File: src/rtl/hse_pkg.sv
// shared types and constants of the heap sort engine
`default_nettype none

package hse_pkg;

    localparam int CAPACITY = 64;
    localparam int CNT_W    = $clog2(CAPACITY + 1);
    localparam int DATA_W   = 32;

    localparam logic STATE_LOAD  = 1'b0;
    localparam logic STATE_DRAIN = 1'b1;

    typedef struct packed {
        logic signed [DATA_W-1:0] value;
        logic                     last_item;
    } in_item_t;

    typedef struct packed {
        logic signed [DATA_W-1:0] sorted_value;
        logic                     final_result;
        logic                     overflowed;
    } out_item_t;

    // what one cell shows its neighbors
    typedef struct packed {
        logic                     valid;
        logic                     ahead;
        logic signed [DATA_W-1:0] value;
    } cell_link_t;

    // command broadcast to the whole row
    typedef struct packed {
        logic insert;
        logic shift;
    } cell_cmd_t;

endpackage

`default_nettype wire

File: src/rtl/hse_cell.sv
// one cell of the sorting row: holds one value, ascending from cell 0
`default_nettype none

module hse_cell (
    input  wire logic                             aclk,
    input  wire logic                             aresetn,
    input  wire hse_pkg::cell_cmd_t               cmd,
    input  wire logic signed [hse_pkg::DATA_W-1:0] new_value,
    input  wire hse_pkg::cell_link_t              left,
    input  wire hse_pkg::cell_link_t              right,
    output hse_pkg::cell_link_t                   own
);
    import hse_pkg::*;

    logic                     valid_reg;
    logic                     valid_next;
    logic signed [DATA_W-1:0] value_reg;
    logic signed [DATA_W-1:0] value_next;
    logic                     ahead;

    // new value goes ahead of this one (strict, so ties stay in arrival order)
    assign ahead = valid_reg && (new_value < value_reg);

    assign own.valid = valid_reg;
    assign own.ahead = ahead;
    assign own.value = value_reg;

    always_comb begin
        valid_next = valid_reg;
        value_next = value_reg;
        if (cmd.insert) begin
            if (valid_reg) begin
                if (ahead) begin
                    value_next = left.ahead ? left.value : new_value;
                end
            end else if (left.ahead) begin
                valid_next = 1'b1;
                value_next = left.value;
            end else if (left.valid) begin
                // first empty cell behind the last smaller-or-equal value
                valid_next = 1'b1;
                value_next = new_value;
            end
        end else if (cmd.shift) begin
            valid_next = right.valid;
            value_next = right.value;
        end
    end

    always_ff @(posedge aclk) begin
        if (!aresetn) begin
            valid_reg <= 1'b0;
        end else begin
            valid_reg <= valid_next;
        end
    end

    always_ff @(posedge aclk) begin
        value_reg <= value_next;
    end

endmodule

`default_nettype wire

File: config.mk
export PLATFORM = sky130hd
export DESIGN_NAME = hse_cell
export DESIGN_NICKNAME = d
export VERILOG_FILES = /design/src/rtl/hse_pkg.sv /design/src/rtl/hse_cell.sv
export SDC_FILE = /design/constraint.sdc
export NUM_CORES = 1
export LEC_CHECK = 0
export BUFFER_PORTS_ARGS = -buffer_cell sky130_fd_sc_hd__clkbuf_2
export CAP_MARGIN = 20
export CORE_MARGIN = 2
export CORE_UTILIZATION = 40
export DETAILED_ROUTE_END_ITERATION = 16
export HOLD_SLACK_MARGIN = 0.06
export PLACE_DENSITY = 0.85
export SKIP_LAST_GASP = 1
export SLEW_MARGIN = 20
export SYNTH_ARGS = -nofsm -noshare
export SYNTH_HDL_FRONTEND = slang
export SYNTH_SLANG_ARGS = --single-unit
export TNS_END_PERCENT = 50
File: constraint.sdc
create_clock -name aclk -period 4.1 [get_ports aclk]
set_input_delay 0.41 -clock aclk [delete_from_list [all_inputs] [get_ports aclk]]
set_output_delay 0.41 -clock aclk [all_outputs]
set_load 0.02 [all_outputs]
## After elaboration in Yosys (flattened, before gate mapping)

Index checks and enable logic that the tools add are counted.

- Multipliers: 0
- Divide/modulo/power cells: 0
- Reduce and logical (&&, ||, !) cells: 3
- Multiplexer cells: 12
- $lt $le $gt $ge: 1
- Add/sub/neg operators: 0
- Bitwise gates (word level): 0
- Shift-type cells: 0
- Equal/unequal tests: 2

Operators with widths:

| cell | count |
|---|---|
| 32-bit two-way mux | 7 |
| 32-bit less-than comparator | 1 |
| 1-bit two-way mux | 5 |
| 4-bit by 1-bit != test with 1-bit output (second input constant) | 1 |
| 3-bit by 2-bit != test with 1-bit output (second input constant) | 1 |
| 3-bit AND reduction | 1 |
| 2-bit nonzero test | 1 |
| 1-bit logical AND | 1 |

- Bits in registers: 33
- Bits of input ports: 104
- Latch bits: 0
- Memories kept: 0
- Bits in writable memories: 0
- ROM bits: 0
- Word-level logic and storage cells: 20

## Longest topological paths before layout

Gate-level depths: netlist of the first run.

- Word-level depth: 5
- Mapped depth: 10

## Least setup slack after synthesis of the first run

Ideal clock, no wire load.

- Kind: register to register
- Start point: register value_reg[31]
- End point: register value_reg[0] (enable)
- Setup slack: 0.845 ns
- Data arrival time: 2.861 ns
- Data required time: 3.706 ns
- Stages on the path, launching flop included: 10
- Period minus slack after synthesis: 3.255 ns
- Buffers on the path: 0
- Library setup time: 0.394 ns
- Cell sequence: edfxtp_1 inv_1 ha_1 nand4_1 nor4_2 a211oi_1 o21ai_0 a31oi_1 or4b_1 nand3_1

- Word-level cells in the longest chain between the ends: 4

RTL lines:

| element | line | source |
|---|---|---|
| start: declaration | hse_cell.sv:17 | `logic signed [DATA_W-1:0] value_reg;` |
| start signal: assignment | hse_cell.sv:59 | `value_reg <= value_next;` |
| 32-bit less-than comparator | hse_cell.sv:22 | `assign ahead = valid_reg && (new_value < value_reg);` |
| 1-bit logical AND | hse_cell.sv:22 |  |
| 3-bit by 2-bit != test with 1-bit output (no source line) | n/a |  |
| 3-bit AND reduction (no source line) | n/a |  |

No other way between the ends.
A chain may end at the register's enable or synchronous reset.

## Final worst setup path of the first run

- Start point: register value_reg[31]
- End point: register value_reg[13] (enable)

The elaborated chain is that of the path after synthesis.

==> results of run 1 <==
[cells in the mapped netlist]
cell type                  instances  share of area, %
sky130_fd_sc_hd__inv_1            31               4.7
sky130_fd_sc_hd__buf_2             1              0.20
sky130_fd_sc_hd__nand3_1           4              0.80
sky130_fd_sc_hd__a221oi_1          2              0.70
sky130_fd_sc_hd__nor2_1           41               6.2
sky130_fd_sc_hd__nand2b_1          1              0.25
sky130_fd_sc_hd__nand2_1          11               1.7
sky130_fd_sc_hd__nor3b_1           1              0.30
sky130_fd_sc_hd__nor4_2            1              0.50
sky130_fd_sc_hd__and3b_2           1              0.40
sky130_fd_sc_hd__or4b_1            1              0.40
sky130_fd_sc_hd__o221a_2           1              0.45
sky130_fd_sc_hd__o21a_1            1              0.30
sky130_fd_sc_hd__buf_1             3              0.45
sky130_fd_sc_hd__nor2b_1           1              0.25
sky130_fd_sc_hd__nand4_1           3              0.75
sky130_fd_sc_hd__a211oi_1          4               1.2
sky130_fd_sc_hd__edfxtp_1         32                38
sky130_fd_sc_hd__clkbuf_1          8               1.2
sky130_fd_sc_hd__a21oi_1          42               8.4
sky130_fd_sc_hd__and4_1            2              0.70
sky130_fd_sc_hd__mux2i_1          32                13
sky130_fd_sc_hd__o21ai_0           9               1.8
sky130_fd_sc_hd__a31oi_1           1              0.25
sky130_fd_sc_hd__ha_1             31                16
sky130_fd_sc_hd__buf_4             2              0.60
sky130_fd_sc_hd__dfxtp_1           1              0.80
[cell type report]
| type | instances | share of cell area [%] |
|---|---|---|
| sequential | 33 | 29.32 |
| tap | 75 | 2.805 |
| clock buffer | 6 | 2.169 |
| inverter | 31 | 3.478 |
| timing repair buffer | 139 | 21.02 |
| clock inverter | 2 | 1.010 |
| multi-input combinational | 190 | 40.20 |
[per-layer routing]
metal	wire length (microns)	part of all wire, %	vias up
met5	0	0	-
met3	388	6.1	11
met4	105	1.7	0
met1	2620	41	1070
li1	-	-	1215
met2	3226	51	87
[cell usage in the layout (no fill, tap or decap), drive strengths merged]
| master | instances |
|---|---|
| or4b | 1 |
| nand2 | 11 |
| dfxtp | 1 |
| clkbuf | 142 |
| edfxtp | 32 |
| buf | 3 |
| bufinv | 1 |
| a221oi | 2 |
| nand3 | 4 |
| clkinv | 1 |
| a31oi | 1 |
| nand2b | 1 |
| and4 | 2 |
| nor2 | 41 |
| nor3b | 1 |
| and3b | 1 |
| a211oi | 4 |
| a21oi | 42 |
| inv | 31 |
| nor2b | 1 |
| o21a | 1 |
| o21ai | 9 |
| ha | 31 |
| mux2i | 32 |
| o221a | 1 |
| nor4 | 1 |
| nand4 | 3 |
[power by group through the flow]
| stage | Combinational, W | Clock (W) | Sequential, W |
|---|---|---|---|
| 2_1_floorplan | 0.000166 | 0 | 0.000496 |
| 3_3_place_gp | 0.000335 | 0 | 0.000448 |
| 3_5_place_dp | 0.000348 | 0 | 0.000450 |
| 4_1_cts | 0.000350 | 0.000307 | 0.000443 |
| 5_1_grt | 0.000393 | 0.000320 | 0.000447 |
| 6_report | 0.000346 | 0.000297 | 0.000442 |
[cell families after synthesis]
family | synth area share (%)
AND/OR/NAND/NOR | 12.17
adder cells (fa/ha/maj) | 15.52
buffers and inverters | 7.110
multiplexers | 12.82
flip-flops | 39.26
AO/OA/AOI/OAI | 13.12
[path summary, 6_finish.rpt]
path / startpoint / endpoint / depth (start not counted)
min: aresetn / valid_reg / 2
max reg2reg: value_reg[31] / value_reg[13] / 10
max: value_reg[31] / value_reg[13] / 10
min reg2reg: valid_reg / valid_reg / 1
[through the flow]
step / instance area (sq um) / power (W)
finish: 3346 / 0.001085
global route: 3346 / 0.001160
CTS: 3346 / 0.001100
detailed placement: 3239 / 0.0007986
global placement: 3239 / 0.0007835
floorplan: 2499 / 0.0006629
[critical path, cell delays in order (launching register included)]
cell,delay (ns)
sky130_fd_sc_hd__edfxtp_1,0.36
sky130_fd_sc_hd__inv_1,0.05
sky130_fd_sc_hd__ha_1,0.36
sky130_fd_sc_hd__nand4_1,0.19
sky130_fd_sc_hd__nor4_2,0.36
sky130_fd_sc_hd__a211oi_1,0.12
sky130_fd_sc_hd__o21ai_0,0.09
sky130_fd_sc_hd__a31oi_1,0.10
sky130_fd_sc_hd__or4b_1,0.56
sky130_fd_sc_hd__nand3_2,0.33
sky130_fd_sc_hd__buf_4,0.35
==> flow_summary_export.csv, run 1 <==
group,metric,value,unit
drt,vias_per_cell,5.006,
synthesis,count_of_state_elements_after_synthesis,33,
flow_run,max-cap-violations,0,
floorplanning,io-pin-count,138,
cts,ctsHtreeMaxLevel,2,
cts,clock_latency,0.28,ns
placed_design,io_buffer_count,136,
cts,clock_tree.root_cell,"sky130_fd_sc_hd__clkbuf_8",
cts,cts_tree,"done",
cts,cts_num_sinks,33,
synthesis,synth_nets,403,
cells_and_area,register_area,980.9,sq um
timing,slew_headroom,57.88,%
synthesis,yosysWarnings,0,
floorplanning,initial_core_util,41.71,%
cts,post_cts_buffers,0,
synthesis,synth_area,2499,sq um
placed_design,dp_worst_setup_slack,0.7606,ns
synthesis,synth_seq_area_share,39.26,%
global_route,global_route.overflow_total,0,
outcome,outcome,"finished clean",
cells_and_area,syn2layout_area_growth,33.90,%
cells_and_area,diodes,0,
pwr,sw_frac_of_total,31.39,%
cts,cts_bufs_inserted,5,
timing,finalWorstSetupSlack,0.9033,ns
timing,final_report_setup_violation_count,0,
global_route,globalRoute.busiestLayer,"met2",
setup_path,endpoint_required_time_on_the_critical_path,4.06,ns
pwr,internal_power_component,0.0007442,W
drt,antenna_violating_nets_left,0,
cells_and_area,final_core_util,55.85,%
pwr,total_switching_power,0.0003405,W
timing,timing.fmax,0.3128,GHz
cts,post_cts_resize_count,0,
cts,clock_path_buffers,2,
setup_path,worst_ep_arrival_time,3.16,ns
global_route,global_route.usage.met3,4.771,%
global_route,first_global_vias,2500,
setup_path,critPathMaxFanout,18,
setup_path,cp-start-kind,"register",
pwr,leakagePower,1.782,nW
synthesis,yosysUniqueCellTypes,27,
timing,fin_hold_ws,0.3645,ns
global_route,global_route.usage.met1,22.28,%
global_route,antenna_violations_before_repair,0,
setup_path,end_kind,"register",
setup_path,timing.reg2reg.setup_slack,0.90,ns
timing,timing.setup.tns,0,ns
drt,num_vias,2383,
pwr,p_seq_share,40.8,%
synthesis,number_of_standard_cells_after_synthesis,268,
timing,timing_worst_slew_pin_value,0.6319,ns
drt,number_of_detailed_route_iterations_in_the_first_pass,6,
pwr,power_density,324.2,nW/um^2
hold_path,timing.hold.worst.class,"in2reg",
global_route,grt_first_pass_wirelength,11.03,mm
drt,detailed_route_drc_error_count,0,
floorplanning,die_h,83.04,microns
placed_design,gp_routability_congestion,0.8213,
cells_and_area,max_ffs_per_register,32,
global_route,gr-usage-all-layers,19.35,%
timing,drv_slew,0,
cts,path_clk_slew,0.07,ns
placed_design,dp_cells,468,
timing,clock-skew-final,0.008942,ns
floorplanning,dieWidth,83.04,microns
placed_design,hpwl,5.248,mm
pwr,power.ir.vdd_worst,153.1,uV
timing,grt_setup_unrepaired,"no",
cells_and_area,final_nets,535,
timing,timing_hold_violations_final,0,
floorplanning,die_area,6895,sq um
drt,route.detailed.wl_per_inst,13.32,microns
cells_and_area,number_of_filler_instances_in_the_final_layout,548,
floorplanning,row_count,28,
cts,cts_hold_buf,0,
floorplanning,core_area,5991,sq um
timing,min_period,3.197,ns
drt,routed_wirelength,6.340,mm
setup_path,criticalPathCategory,"reg2reg",
global_route,met2_usage,34.97,%
timing,share_of_the_clock_period_used_by_the_worst_path,77.97,%
pwr,comb_power_share,31.9,%
cells_and_area,multiInputGateArea,1345,sq um
synthesis,synth.avg_cell_area,9.323,sq um
cells_and_area,drive_above_1_share,37.16,%
drt,drt_first_iter_violations,69,
pwr,share_clk_of_total_power,27.3,%
cells_and_area,post_layout_nonfiller_instances,476,
global_route,grt_max_degree,39,
Note: power is estimated with default switching activity, not from simulation.
==> run 2: changes to the inputs <==
--- a/config.mk
+++ b/config.mk
@@ -5,6 +5,7 @@
 export SDC_FILE = /design/constraint.sdc
 export NUM_CORES = 1
 export LEC_CHECK = 0
+export ABC_AREA = 1
 export BUFFER_PORTS_ARGS = -buffer_cell sky130_fd_sc_hd__clkbuf_2
 export CAP_MARGIN = 20
 export CORE_MARGIN = 2
==> constraint.sdc (replaced) <==
create_clock -name aclk -period 3.1 [get_ports aclk]
set_input_delay 0.31 -clock aclk [delete_from_list [all_inputs] [get_ports aclk]]
set_output_delay 0.31 -clock aclk [all_outputs]
set_load 0.02 [all_outputs]
==> flow_summary_export.csv, run 2 <==
group,metric,value,unit
floorplanning,die_h,83.25,microns
timing,grt_setup_unrepaired,"no",
drt,routed_wirelength,7.032,mm
setup_path,crit_path_top_delay_cell,"sky130_fd_sc_hd__edfxtp_1",
drt,antenna_violating_nets_left,0,
cts,post_cts_buffers,0,
global_route,gr-usage-all-layers,20.24,%
flow_run,max-cap-violations,0,
setup_path,endpoint_required_time_on_the_critical_path,3.08,ns
synthesis,number_of_standard_cells_after_synthesis,325,
drt,vias_per_cell,4.936,
setup_path,worst_ep_arrival_time,2.36,ns
setup_path,criticalPathCategory,"reg2reg",
setup_path,end_kind,"register",
synthesis,async_reset_ff_share,0,%
drt,number_of_detailed_route_iterations_in_the_first_pass,4,
synthesis,synth-edff-count,32,
global_route,global_route.usage.met3,5.368,%
cells_and_area,final_nets,592,
synthesis,synth_top_cell_area_share,38.25,%
cts,cts_num_sinks,33,
cts,cts_tree,"done",
cells_and_area,syn2layout_area_growth,33.72,%
timing,share_of_the_clock_period_used_by_the_worst_path,76.86,%
timing,final_report_setup_violation_count,0,
timing,clock-skew-final,0.007964,ns
cts,path_clk_slew,0.06,ns
floorplanning,dieWidth,83.25,microns
drt,route.detailed.wl_per_inst,13.19,microns
setup_path,max_stage_delay,0.40,ns
synthesis,post_synth_top_flop,"sky130_fd_sc_hd__edfxtp_1",
cells_and_area,diodes,0,
cells_and_area,post_layout_nonfiller_instances,533,
cts,post_cts_resize_count,0,
global_route,grt_first_pass_wirelength,11.39,mm
cells_and_area,layout_commonest_cell,"sky130_fd_sc_hd__clkbuf_2",
placed_design,dp_cells,525,
placed_design,dp_worst_setup_slack,0.6454,ns
global_route,global_route.usage.met1,23.79,%
pwr,power.ir.vdd_worst,239.2,uV
synthesis,count_of_state_elements_after_synthesis,33,
floorplanning,io-pin-count,138,
floorplanning,initial_core_util,41.94,%
synthesis,yosysMostFrequentCell,"sky130_fd_sc_hd__o21ai_0",
cells_and_area,post_route_cell_area,3359,sq um
floorplanning,row_count,28,
timing,timing.fmax,0.4197,GHz
drt,num_vias,2631,
placed_design,hpwl,5.468,mm
cts,clock_latency,0.28,ns
pwr,power_density,409.8,nW/um^2
global_route,met2_usage,36.36,%
cts,clock_tree.root_cell,"sky130_fd_sc_hd__clkbuf_8",
drt,detailed_route_drc_error_count,0,
global_route,first_global_vias,2555,
pwr,leakagePower,1.785,nW
synthesis,synth.avg_cell_area,7.730,sq um
timing,timing_hold_violations_final,0,
synthesis,synth_seq_area_share,39.04,%
timing,timing.setup.tns,0,ns
drt,drt_first_iter_violations,113,
synthesis,synth_area,2512,sq um
cts,clock_path_buffers,2,
synthesis,synth_nets,460,
cells_and_area,mostFrequentLayoutCells,"sky130_fd_sc_hd__clkbuf_2 (136), sky130_fd_sc_hd__o21ai_0 (64), sky130_fd_sc_hd__nand2_1 (63)",
global_route,global_route.overflow_total,0,
global_route,globalRoute.busiestLayer,"met2",
setup_path,path_cells,"inv_1 > ha_1 > a21oi_1 > nor2_1 > nor2_1 > nand3_1 > a21oi_2 > nand2_1 > nand2_1 > nand3_2 > a21oi_4 > buf_12",
global_route,antenna_violations_before_repair,0,
timing,min_period,2.383,ns
floorplanning,core_area,5991,sq um
pwr,finalPower,0.001377,W
synthesis,netlist.top_cell.by_area,"sky130_fd_sc_hd__edfxtp_1",
synthesis,synth_top_cells_by_count,"sky130_fd_sc_hd__o21ai_0 (64), sky130_fd_sc_hd__nand2_1 (63), sky130_fd_sc_hd__nor2_1 (45), sky130_fd_sc_hd__inv_1 (43), sky130_fd_sc_hd__edfxtp_1 (32)",
outcome,outcome,"finished clean",
cts,ctsHtreeMaxLevel,2,
setup_path,cp-start-kind,"register",
timing,timing_worst_slew_pin_value,0.9505,ns
cells_and_area,max_ffs_per_register,32,
timing,drv_slew,0,
cts,cts_bufs_inserted,5,
placed_design,placedInstanceArea,3269,sq um
synthesis,yosysWarnings,0,
setup_path,critPathMaxFanout,25,
cts,cts_hold_buf,0,
floorplanning,die_area,6931,sq um
placed_design,gp_routability_congestion,0.7898,
hold_path,timing.hold.worst.class,"in2reg",
synthesis,synthTopCellsByArea,"sky130_fd_sc_hd__edfxtp_1 (38%), sky130_fd_sc_hd__ha_1 (15%), sky130_fd_sc_hd__o21ai_0 (13%), sky130_fd_sc_hd__nand2_1 (9.4%), sky130_fd_sc_hd__nor2_1 (6.7%)",
timing,finalWorstSetupSlack,0.7174,ns
synthesis,yosysUniqueCellTypes,19,
cells_and_area,drive_above_1_share,33.62,%
timing,slew_headroom,36.24,%
global_route,grt_max_degree,36,
placed_design,io_buffer_count,136,
==> run 2: cell types whose count changed after synthesis, moves of 4 or more <==
cell                       before  now
sky130_fd_sc_hd__a21oi_2        0    5
sky130_fd_sc_hd__a21oi_1       42   11
sky130_fd_sc_hd__inv_1         31   43
sky130_fd_sc_hd__o21ai_0        9   64
sky130_fd_sc_hd__clkbuf_1       8   12
sky130_fd_sc_hd__a211oi_1       4    0
sky130_fd_sc_hd__nand2_1       11   63
sky130_fd_sc_hd__nor2_1        41   45
sky130_fd_sc_hd__mux2i_1       32    0
sky130_fd_sc_hd__o21ai_1        0    5
==> run 2: stage by stage <==
stage | hold slack [ns] | utilization, %
after floorplan | 0.4173 | -
after global placement | 0.5268 | 54.57
after detailed placement | 0.5405 | 54.57
after CTS | 0.2413 | 56.08
after global routing | 0.2447 | 56.08
final | 0.2496 | 56.08
==> run 2: critical path, delay by kind of cell (launching register included) <==
kind	cells	cell delay, ns
fa+ha+maj	1	0.24
simple gates	6	0.48
flops	1	0.40
buf+inv	2	0.32
compound gates	3	0.64
==> run 2: cell type report <==
class / count / area, sq um
sequential: 33 / 980.9
inverter: 44 / 165.2
multi-input combinational: 234 / 1314
timing repair buffer: 139 / 715.7
tap: 75 / 93.84
clock buffer: 8 / 90.09
fill: 576 / 2631
==> run 2: per-layer routing <==
metal	vias up	wire length, microns
met4	0	46
met2	106	3488
met3	4	485
met5	-	0
li1	1345	-
met1	1176	3011
==> run 2: cells by family (layout without fill, tap and decap cells) <==
family	Yosys count	in the layout	synth area share, %
simple gates	117	117	18.63
flops	33	33	39.04
buf+inv	58	191	8.964
compound gates	86	86	17.93
fa+ha+maj	31	31	15.44
==> run 2: report_power, final <==
part	internal, W	switching [W]
Clock	0.000181	0.000155
Combinational	0.000180	0.000279
Sequential	0.000555	0.0000262
==> run 2: final timing paths <==
kind | slack (ns) | endpoint | cells past startpoint | start
worst max-delay path | 0.72 | value_reg[18] | 12 | value_reg[21]
worst min-delay path | 0.25 | valid_reg | 2 | cmd[0]
worst max register to register | 0.72 | value_reg[18] | 12 | value_reg[21]
worst min register to register | 0.68 | valid_reg | 2 | valid_reg
==> run 3: changes to the inputs <==
--- a/config.mk
+++ b/config.mk
@@ -5,14 +5,14 @@
 export SDC_FILE = /design/constraint.sdc
 export NUM_CORES = 1
 export LEC_CHECK = 0
-export ABC_AREA = 1
+export ABC_AREA = 0
 export BUFFER_PORTS_ARGS = -buffer_cell sky130_fd_sc_hd__clkbuf_2
 export CAP_MARGIN = 20
 export CORE_MARGIN = 2
 export CORE_UTILIZATION = 40
 export DETAILED_ROUTE_END_ITERATION = 16
 export HOLD_SLACK_MARGIN = 0.06
-export PLACE_DENSITY = 0.85
+export PLACE_DENSITY = 0.88
 export SKIP_LAST_GASP = 1
 export SLEW_MARGIN = 20
 export SYNTH_ARGS = -nofsm -noshare
==> constraint.sdc (replaced) <==
create_clock -name aclk -period 2.11 [get_ports aclk]
set_input_delay 0.211 -clock aclk [delete_from_list [all_inputs] [get_ports aclk]]
set_output_delay 0.211 -clock aclk [all_outputs]
set_load 0.02 [all_outputs]
==> flow_summary_export.csv, run 3 (same netlist as run 1, synthesis figures left out) <==
group,metric,value,unit
timing,fin_hold_ws,0.1595,ns
pwr,total_switching_power,0.0007358,W
outcome,violations,"setup timing",
cells_and_area,max_ffs_per_register,32,
floorplanning,die_area,6895,sq um
setup_path,endpoint_required_time_on_the_critical_path,2.11,ns
drt,detailed_route_drc_error_count,0,
global_route,global_route.overflow_total,0,
cells_and_area,syn2layout_area_growth,54.83,%
floorplanning,io-pin-count,138,
cts,cts_bufs_inserted,5,
cts,ctsHtreeMaxLevel,2,
cells_and_area,final_core_util,64.58,%
drt,route.detailed.wl_per_inst,13.62,microns
drt,drt_first_iter_violations,78,
timing,grt_setup_unrepaired,"yes",
drt,antenna_violating_nets_left,0,
pwr,power_density,588.1,nW/um^2
flow_run,max-cap-violations,0,
timing,timing_hold_violations_final,0,
placed_design,gp_routability_congestion,0.7918,
drt,vias_per_cell,4.954,
cts,clock_path_buffers,2,
placed_design,hpwl,5.684,mm
timing,finalWorstSetupSlack,-0.6147,ns
timing,drv_slew,0,
cells_and_area,mostFrequentLayoutCells,"sky130_fd_sc_hd__clkbuf_2 (135), sky130_fd_sc_hd__buf_4 (45), sky130_fd_sc_hd__nor2_1 (41)",
floorplanning,initial_core_util,41.71,%
pwr,p_seq_share,37.9,%
timing,final_report_setup_violation_count,33,
cells_and_area,post_layout_nonfiller_instances,523,
cells_and_area,final_nets,582,
pwr,share_clk_of_total_power,21.3,%
pwr,internal_power_component,0.001539,W
global_route,antenna_violations_before_repair,0,
floorplanning,core_area,5991,sq um
setup_path,critPathMaxFanout,16,
cells_and_area,diodes,0,
placed_design,dp_worst_setup_slack,-0.5172,ns
timing,share_of_the_clock_period_used_by_the_worst_path,129.1,%
hold_path,timing.hold.worst.class,"in2reg",
setup_path,criticalPathCategory,"reg2reg",
pwr,power.ir.vdd_worst,362.7,uV
outcome,outcome,"complete, but fails checks",
cts,clock_latency,0.28,ns
pwr,sw_frac_of_total,32.34,%
placed_design,io_buffer_count,136,
timing,timing.fmax,0.3670,GHz
pwr,leakagePower,2.035,nW
global_route,grt_first_pass_wirelength,11.12,mm
floorplanning,row_count,28,
timing,min_period,2.725,ns
cts,clock_tree.root_cell,"sky130_fd_sc_hd__clkbuf_8",
timing,timing_worst_slew_pin_value,0.3250,ns
drt,num_vias,2591,
drt,routed_wirelength,7.125,mm
global_route,gr-usage-all-layers,19.62,%
cts,cts_num_sinks,33,
setup_path,worst_ep_arrival_time,2.72,ns
timing,slew_headroom,78.11,%
setup_path,cp-start-kind,"register",
floorplanning,die_h,83.04,microns
timing,clock-skew-final,0.003390,ns
cells_and_area,drive_above_1_share,48.88,%
cells_and_area,layout_commonest_cell,"sky130_fd_sc_hd__clkbuf_2",
pwr,comb_power_share,40.8,%
cts,cts_hold_buf,0,
drt,number_of_detailed_route_iterations_in_the_first_pass,4,
cts,path_clk_slew,0.07,ns
cts,cts_tree,"done",
placed_design,dp_cells,509,
global_route,first_global_vias,2599,
setup_path,end_kind,"register",
floorplanning,dieWidth,83.04,microns
global_route,grt_max_degree,69,
pwr,finalPower,0.002275,W
[run 3: changes by cell type in the layout (fill, tap and decap cells not counted), moves of 3 or more]
cell                       before  now
sky130_fd_sc_hd__a211oi_2       0    3
sky130_fd_sc_hd__inv_1         42   27
sky130_fd_sc_hd__o21ai_0       64    4
sky130_fd_sc_hd__inv_2          0    4
sky130_fd_sc_hd__ha_1          31   27
sky130_fd_sc_hd__nor2_1        45   41
sky130_fd_sc_hd__buf_4          2   45
sky130_fd_sc_hd__mux2i_1        0   32
sky130_fd_sc_hd__nand2_1       63   10
sky130_fd_sc_hd__ha_4           0    4
sky130_fd_sc_hd__a21oi_1       11   36
[run 3: final timing paths]
path / startpoint / to / slack (ns) / cells after the start
max: value_reg[26] / value_reg[30] / -0.61 / 11
min: aresetn / valid_reg / 0.16 / 2
max reg2reg: value_reg[26] / value_reg[30] / -0.61 / 11
min reg2reg: valid_reg / valid_reg / 0.63 / 1
[run 3: power by group through the flow]
stage	clock network (W)	registers, W	logic, W
3_5_place_dp	0	0.000876	0.000844
4_1_cts	0.000496	0.000861	0.000873
5_1_grt	0.000517	0.000872	0.00102
3_3_place_gp	0	0.000870	0.000809
6_report	0.000485	0.000862	0.000929
2_1_floorplan	0	0.000964	0.000338
[run 3: metal layers]
metal | track usage (%) | vias to the layer above | part of all wire, %
li1 | - | 1314 | -
met1 | 21.46 | 1170 | 39
met2 | 37.39 | 98 | 53
met3 | 4.473 | 9 | 6.2
met4 | 5.663 | 0 | 1.0
met5 | 0 | - | 0
[run 3: area by class of cell]
type / count / area, sq um
fillers: 470 / 2122
multi-input cells: 190 / 1478
repair buffers: 186 / 1110
flip-flops and latches: 33 / 980.9
inverters: 31 / 116.4
well taps: 75 / 93.84
clock buffers: 8 / 90.09
[run 3: stage by stage]
| stage | setup TNS, ns | instance area (sq um) |
|---|---|---|
| final | -20.14 | 3869 |
| after global routing | -24.40 | 3869 |
| after CTS | -18.27 | 3762 |
| after detailed placement | -16.90 | 3633 |
| after global placement | -16.06 | 3633 |
| after floorplan | -16.58 | 2552 |
[run 3: repair_timing]
| action | in CTS | in global routing |
|---|---|---|
| endpoints found under the setup margin | 33 | 33 |
| setup buffers | 3 | 4 |
| pin swaps | 5 | 16 |
| gates resized for setup | 8 | 17 |
| endpoints found under the hold margin | 0 | 0 |
[run 3: critical path, stage by stage, from the launching register on]
cell                       delay, ns
sky130_fd_sc_hd__edfxtp_1       0.37
sky130_fd_sc_hd__inv_2          0.05
sky130_fd_sc_hd__ha_4           0.27
sky130_fd_sc_hd__nand4_1        0.15
sky130_fd_sc_hd__nor4_4         0.31
sky130_fd_sc_hd__a211oi_1       0.11
sky130_fd_sc_hd__o21ai_1        0.12
sky130_fd_sc_hd__a31oi_2        0.08
sky130_fd_sc_hd__buf_4          0.16
sky130_fd_sc_hd__or4b_4         0.54
sky130_fd_sc_hd__nand3_4        0.13
sky130_fd_sc_hd__buf_12         0.16
